### src/rtl/gcov_pkg.sv
`timescale 1ns / 1ps
`default_nettype none
// ----------------------------------------------------------------------------
// gcov_pkg
// widths, constants and stage payload types of the 3d covariance pipeline
// ----------------------------------------------------------------------------
package gcov_pkg;

    localparam int SCALE_W  = 24;
    localparam int QUAT_W   = 16;
    localparam int MOD_W    = 16;
    localparam int EPROD_W  = SCALE_W + MOD_W;
    localparam int E_FRAC   = 12;
    localparam int E_W      = EPROD_W - E_FRAC;
    localparam int QP_W     = 2 * QUAT_W;
    localparam int ROT_W    = QP_W + 2;
    localparam int MPROD_W  = E_W + ROT_W;
    localparam int M_FRAC   = 20;
    localparam int M_W      = MPROD_W - M_FRAC;
    localparam int HALF_W   = M_W / 2;
    localparam int HH_W     = 2 * (M_W - HALF_W);
    localparam int HL_W     = (M_W - HALF_W) + HALF_W + 1;
    localparam int LL_W     = 2 * HALF_W;
    localparam int MID_W    = HL_W + 1;
    localparam int PROD_W   = 2 * M_W;
    localparam int SUM_W    = PROD_W + 2;
    localparam int C_FRAC   = 24;
    localparam int SH_W     = SUM_W - C_FRAC;
    localparam int COV_W    = 48;
    localparam int N_SCALE  = 3;
    localparam int N_QUAT   = 4;
    localparam int N_QP     = 9;
    localparam int N_ROT    = 9;
    localparam int N_COV    = 6;
    localparam int N_TERM   = 3;
    localparam int N_PROD   = N_COV * N_TERM;

    localparam logic [MOD_W-1:0] MOD_RESET = MOD_W'(4096);
    localparam logic signed [ROT_W-1:0] ONE_Q28 = ROT_W'(64'sd268435456);

    // quaternion component slots
    localparam int QX = 0;
    localparam int QY = 1;
    localparam int QZ = 2;
    localparam int QW = 3;

    // row and column of each upper-triangular covariance entry
    localparam int COV_I [N_COV] = '{0, 0, 0, 1, 1, 2};
    localparam int COV_J [N_COV] = '{0, 1, 2, 1, 2, 2};

    typedef struct packed {
        logic [N_SCALE-1:0][SCALE_W-1:0] scale;
        logic [N_QUAT-1:0][QUAT_W-1:0]   quat;
    } gcov_in_t;

    typedef struct packed {
        logic [N_SCALE-1:0][E_W-1:0]   e;
        logic [N_ROT-1:0][ROT_W-1:0]   r;
    } gcov_rot_t;

    typedef logic [N_ROT-1:0][M_W-1:0]     gcov_mat_t;
    typedef logic [N_PROD-1:0][PROD_W-1:0] gcov_prod_t;
    typedef logic [N_COV-1:0][COV_W-1:0]   gcov_cov_t;

endpackage
`default_nettype wire

### src/rtl/gcov_acc.sv
`timescale 1ns / 1ps
`default_nettype none
// ----------------------------------------------------------------------------
// gcov_acc
// sum of three column products, round to q24 and saturate to 48 bits
// ----------------------------------------------------------------------------
module gcov_acc (
    input  wire logic                 aclk,
    input  wire logic                 aresetn,
    input  wire logic                 in_valid,
    output logic                      in_ready,
    input  wire gcov_pkg::gcov_prod_t in_data,
    output logic                      out_valid,
    input  wire logic                 out_ready,
    output gcov_pkg::gcov_cov_t       out_data
);
    import gcov_pkg::*;

    localparam logic [COV_W-1:0] POS_SAT = {1'b0, {(COV_W-1){1'b1}}};
    localparam logic [COV_W-1:0] NEG_SAT = {1'b1, {(COV_W-1){1'b0}}};

    logic                      v1_reg, v2_reg;
    logic                      ld1, ld2;
    logic signed [SUM_W-1:0]   sum_reg  [N_COV];
    logic signed [SUM_W-1:0]   sum_next [N_COV];
    logic [SH_W-1:0]           sh       [N_COV];
    gcov_cov_t                 cov_reg, cov_next;

    assign ld2      = !v2_reg || out_ready;
    assign ld1      = !v1_reg || ld2;
    assign in_ready = ld1;

    // stage 7: three-term sum plus rounding half
    always_comb begin
        for (int c = 0; c < N_COV; c++) begin
            sum_next[c] = SUM_W'($signed(in_data[c*N_TERM]))
                        + SUM_W'($signed(in_data[c*N_TERM+1]))
                        + SUM_W'($signed(in_data[c*N_TERM+2]))
                        + SUM_W'(1 << (C_FRAC - 1));
        end
    end

    // stage 8: shift down and clamp
    always_comb begin
        for (int c = 0; c < N_COV; c++) begin
            sh[c] = sum_reg[c][SUM_W-1:C_FRAC];
            if (&sh[c][SH_W-1:COV_W-1] || !(|sh[c][SH_W-1:COV_W-1])) begin
                cov_next[c] = sh[c][COV_W-1:0];
            end else if (sh[c][SH_W-1]) begin
                cov_next[c] = NEG_SAT;
            end else begin
                cov_next[c] = POS_SAT;
            end
        end
    end

    always_ff @(posedge aclk) begin
        if (!aresetn) begin
            v1_reg <= 1'b0;
            v2_reg <= 1'b0;
        end else begin
            if (ld1) v1_reg <= in_valid;
            if (ld2) v2_reg <= v1_reg;
        end
    end

    always_ff @(posedge aclk) begin
        if (ld1) sum_reg <= sum_next;
        if (ld2) cov_reg <= cov_next;
    end

    assign out_valid = v2_reg;
    assign out_data  = cov_reg;

endmodule
`default_nettype wire
### config.mk
export PLATFORM = sky130hd
export DESIGN_NAME = gcov_acc
export DESIGN_NICKNAME = d
export VERILOG_FILES = /design/src/rtl/gcov_pkg.sv /design/src/rtl/gcov_acc.sv
export SDC_FILE = /design/constraint.sdc
export NUM_CORES = 2
export LEC_CHECK = 0
export ABC_AREA = 1
export BUFFER_PORTS_ARGS = -buffer_cell sky130_fd_sc_hd__buf_2
export CELL_PAD_IN_SITES_DETAIL_PLACEMENT = 2
export CELL_PAD_IN_SITES_GLOBAL_PLACEMENT = 2
export CORE_AREA = 2 2 710 712
export CTS_BUF_LIST = sky130_fd_sc_hd__clkbuf_8
export DETAILED_ROUTE_END_ITERATION = 10
export DIE_AREA = 0 0 712 714
export GPL_ROUTABILITY_DRIVEN = 0
export PLACE_DENSITY_LB_ADDON = 0.25
export REMOVE_ABC_BUFFERS = 1
export SYNTH_ARGS = -nofsm -noshare
export SYNTH_HDL_FRONTEND = slang
export SYNTH_SLANG_ARGS = --single-unit
export TNS_END_PERCENT = 30
### constraint.sdc
create_clock -name aclk -period 23.4 [get_ports aclk]
set_clock_uncertainty 0.15 [all_clocks]
set_input_delay 7.02 -clock aclk [delete_from_list [all_inputs] [get_ports aclk]]
set_output_delay 7.02 -clock aclk [all_outputs]
set_load 0.005 [all_outputs]
# After elaboration in Yosys (flattened, before gate mapping)
# Cells that the tools add are included.
# W data, S select, Z words.
word_totals:
  reg_bits: 806
  wordCells: 72
op_classes:
  n_reduce_logical: 28
  addsub: 18
  muxes: 12
op_table:
  columns: ["cell", "count"]
  rows:
  - ["$mux W48", 12]
  - ["$add A85 B84 Y86", 6]
  - ["$add A86 B25 Y86 const B", 6]
  - ["$add A84 B84 Y85", 6]
  - ["$reduce_and A15 Y1", 6]
  - ["$reduce_or A15 Y1", 6]
  - ["$logic_not A1 Y1", 8]
  - ["$logic_or A1 B1 Y1", 8]

# Logic depth before layout (Yosys ltp)
depth:
  depth_word: 4
  mapped_depth: 20
  ltp_nobuf: 20

# Least setup slack after synthesis
# No wires, ideal clock.
synth_path:
  path_type: "input-to-output"
  startpoint: "input port out_ready"
  endpoint: "output port in_ready"
  path_slack_ns: 0.694
  required_ns: 16.230
  t_arrival_ns: 15.536
  path_stages: 2
  cell_sequence: "inv_1 -> nand3_1"
synth_via:
  elab_chain_cells: 2
synth_rtl:
  columns: ["item", "line", "source"]
  rows:
  - ["from (decl)", "gcov_acc.sv:14", "input wire logic out_ready,"]
  - ["$logic_or A1 B1 Y1", "gcov_acc.sv:29", "assign ld2 = !v2_reg || out_ready;"]
  - ["$logic_or A1 B1 Y1", "gcov_acc.sv:30", "assign ld1 = !v1_reg || ld2;"]
  - ["to (decl)", "gcov_acc.sv:11", "output logic in_ready,"]
# No other way between the ends.

# Final worst setup path
# Same ends and word-level chain as after synthesis.

==> results.json <==
{
  "cts_hold_repair.buffers": 0,
  "ant_nets": 0,
  "die_height_um": 714,
  "drv_slew": 0,
  "max-cap-violations": 0,
  "cts_tree": "built",
  "netlist_instances": 12800,
  "grt_max_degree": 97,
  "synth_ff_type": "edfxtp_1",
  "final_nets": 17800,
  "grt_use_total_pct": 20.1,
  "r2r_setup_slack_ns": 19.42,
  "cp-start-kind": "input port",
  "setup_violations": 0,
  "hp-class": "flop to flop",
  "die_w_um": 712,
  "start_util_pct": 17.7,
  "path_max_fanout": 36,
  "first_pass_iters": 5,
  "antenna_found_initial": 94,
  "peakVddDrop_uv": 37.9,
  "drt_first_iter_violations": 3860,
  "finalHoldViolCount": 0,
  "vias_per_cell": 4.17,
  "clockBufferDepth": 4,
  "fillers": 60900,
  "leakagePower_nw": 57.7,
  "vias": 90000,
  "pin_count": 1806,
  "ys_types": 47,
  "drcViolationCount": 0,
  "crit_chain": "buf_2, inv_1, nand3_4, buf_2",
  "p_sw_share_pct": 52.1,
  "power_frac_seq_pct": 25.1,
  "critical-path-slowest-cell": "nand3_4",
  "whs_ns": 0.331,
  "area_delta_synth_final_pct": 23.2,
  "ys_warn_count": 0,
  "grt_pass1_wl_um": 728000,
  "cts_setup_buffers": 0,
  "hold_path_depth": 2,
  "synth_edf_count": 660,
  "ys_seq_elements": 662,
  "postPlaceCellArea_sq_um": 106000,
  "r2r_end": "sh[341]$_DFFE_PP_",
  "cts-buffers-inserted": 150,
  "setup_tns_ns": 0,
  "netlist_area_sq_um": 88300,
  "slew_headroom_pct": 9.48,
  "cts_resized": 0,
  "worstMarginPinSlew_ns": 1.34,
  "worst_r2r_path_depth": 4,
  "core.rowCount": 260,
  "avgSynthCellArea_sq_um": 6.89,
  "path_clk_slew_ns": 0.06,
  "seqCellArea_sq_um": 19900,
  "critPathKind": "input port to output port",
  "timing.rr.start": "v1_reg$_SDFFE_PN0P_",
  "final.min_clock_period_ns": 15.24,
  "intPower_w": 0.00423,
  "clkPwrFrac_pct": 16.3,
  "htreeDepth": 4,
  "die_area_sq_um": 508000,
  "grt_overflow": 0,
  "worstPathArrival_ns": 8.07,
  "holdPathEnd": "out_data[262]$_DFFE_PP_",
  "routedWlPerCell_um": 24.4,
  "p_per_area_nw_per_um2": 81.1,
  "final_cell_area_sq_um": 109000,
  "pwr-share-comb_pct": 58.6,
  "wl_um": 526000,
  "netSwitchingPower_w": 0.00460,
  "final_layout_size_suffix_gt1_share_pct": 17.7,
  "portBuffers": 1805,
  "slowest_delay_ns": 0.48,
  "insertion_delay_ns": 1.08,
  "synth-async-reset-ratio_pct": 0,
  "largest_reg_flops": 372,
  "grt_setup_unrepaired": "no",
  "hp-start": "sh[22]$_DFFE_PP_",
  "clock_sinks": 662,
  "max_freq_mhz": 65.6,
  "outcome": "finished, final reports clean",
  "required_ns": 16.23,
  "path_common_cell": "buf_2",
  "cp-end-kind": "output port",
  "dp_hpwl_um": 482000,
  "fin_total_pwr_w": 0.00883,
  "multi_input_comb_area_sq_um": 54700,
  "final_core_util_pct": 21.8,
  "synth_seq_area_share_pct": 22.5,
  "finalCritPeriodShare_pct": 65.1,
  "fp.coreArea_sq_um": 500000,
  "grt_pass1_vias": 98800,
  "cts-root-buf": "clkbuf_8"
}
-- through the flow --
step / std cells / setup WS, ns
6_report: 21600 / 8.16
5_1_grt: 21600 / 8.05
4_1_cts: 21500 / 8.12
3_5_place_dp: 21300 / 8.12
3_3_place_gp: 21300 / 8.14
2_1_floorplan: 12800 / 0.694
-- worst max-delay path by stage --
stage / start / endpoint / cells past startpoint
5_1_grt: out_ready / in_ready / 4
4_1_cts: out_ready / in_ready / 4
3_5_place_dp: out_ready / in_ready / 4
3_3_place_gp: out_ready / in_ready / 4
2_1_floorplan: out_ready / in_ready / 2
6_report: out_ready / in_ready / 4
-- worst max-delay path, delay by kind of cell --
family / cells / cell delay (ns)
AND/OR/NAND/NOR: 1 / 0.48
buffers and inverters: 3 / 0.57
-- power groups by stage --
| stage | Sequential, W | Combinational (W) | Clock (W) |
|---|---|---|---|
| final | 0.00221 | 0.00518 | 0.00144 |
| after global routing | 0.00227 | 0.00566 | 0.00156 |
| after CTS | 0.00222 | 0.00527 | 0.00152 |
| after global placement | 0.00223 | 0.00520 | 0 |
| after detailed placement | 0.00224 | 0.00523 | 0 |
| after floorplan | 0.00217 | 0.00260 | 0 |
-- cells in the mapped netlist, drive strengths merged, types with 30 or more instances --
library cell  instances  area share (%)
a21boi               34            0.29
nor2               1353             6.5
nor3                147             1.2
xor2                139             1.4
nand2              3066              13
xnor2                42            0.42
inv                3579              15
o21bai              100            0.90
ha                  996              14
a21o                 30            0.25
fa                  498              11
edfxtp              660              22
o21ai               580             3.4
nand4               157             1.1
nor4                 34            0.25
a21oi               869             4.9
buf                  48            0.27
nand3               374             2.2
-- routing by layer --
layer,global-route usage [%],share of wire (%)
met5,0,0.050
met4,6.36,3.5
met3,2.39,3.5
met2,36.6,50
met1,24.4,43
-- cell type report --
| cell class | instances | area share (%) |
|---|---|---|
| Multi-Input combinational cell | 8497 | 50.3 |
| Clock inverter | 110 | 0.854 |
| Sequential cell | 662 | 18.2 |
| Clock buffer | 151 | 1.91 |
| Tap cell | 6681 | 7.68 |
| Inverter | 3603 | 12.4 |
| Antenna cell | 56 | 0.129 |
| Timing Repair Buffer | 1828 | 8.48 |
-- layout by cell type, fill, tap and decap left out, types with 15 or more instances in the layout --
cell type  Yosys  layout
a21o_1        30      30
nand2_1     3049    3048
nand2_2       17      17
nor3_1        93      93
diode_2        0      56
a21boi_0      16      16
xnor2_1       42      42
nor4_1        33      33
nor3_2        49      49
nor2_4        26      26
nand4_1      157     157
clkinv_2       0      18
o21ai_1      111     111
ha_1         996     996
clkinv_1      24      54
fa_1         498     498
xor2_1       139     139
nor2_1      1144    1144
inv_1       3308    3336
o21bai_1      89      89
edfxtp_1     660     660
nand3_1      365     364
nor2_2       183     183
clkbuf_8       0     151
o21ai_2       15      15
buf_2         48    1805
o21ai_0      454     454
a21boi_1      17      17
a21oi_1      868     868
a31oi_1       17      17
buf_4          0      21
inv_2        271     271
-- cells by family (layout without fill, tap and decap cells) --
logic type / after synthesis / count (layout) / share of synthesized area, %
AOI/OAI and AO/OA: 1661 / 1661 / 10.2
adders and majority gates: 1494 / 1494 / 25.4
xor gates and xnor gates: 181 / 181 / 1.79
other: 0 / 56 / 0
buffers and inverters: 3669 / 5692 / 15.7
DFF: 662 / 662 / 22.5
and+or+nand+nor: 5161 / 5161 / 24.5
No activity file was read; power rests on OpenSTA's default activity.
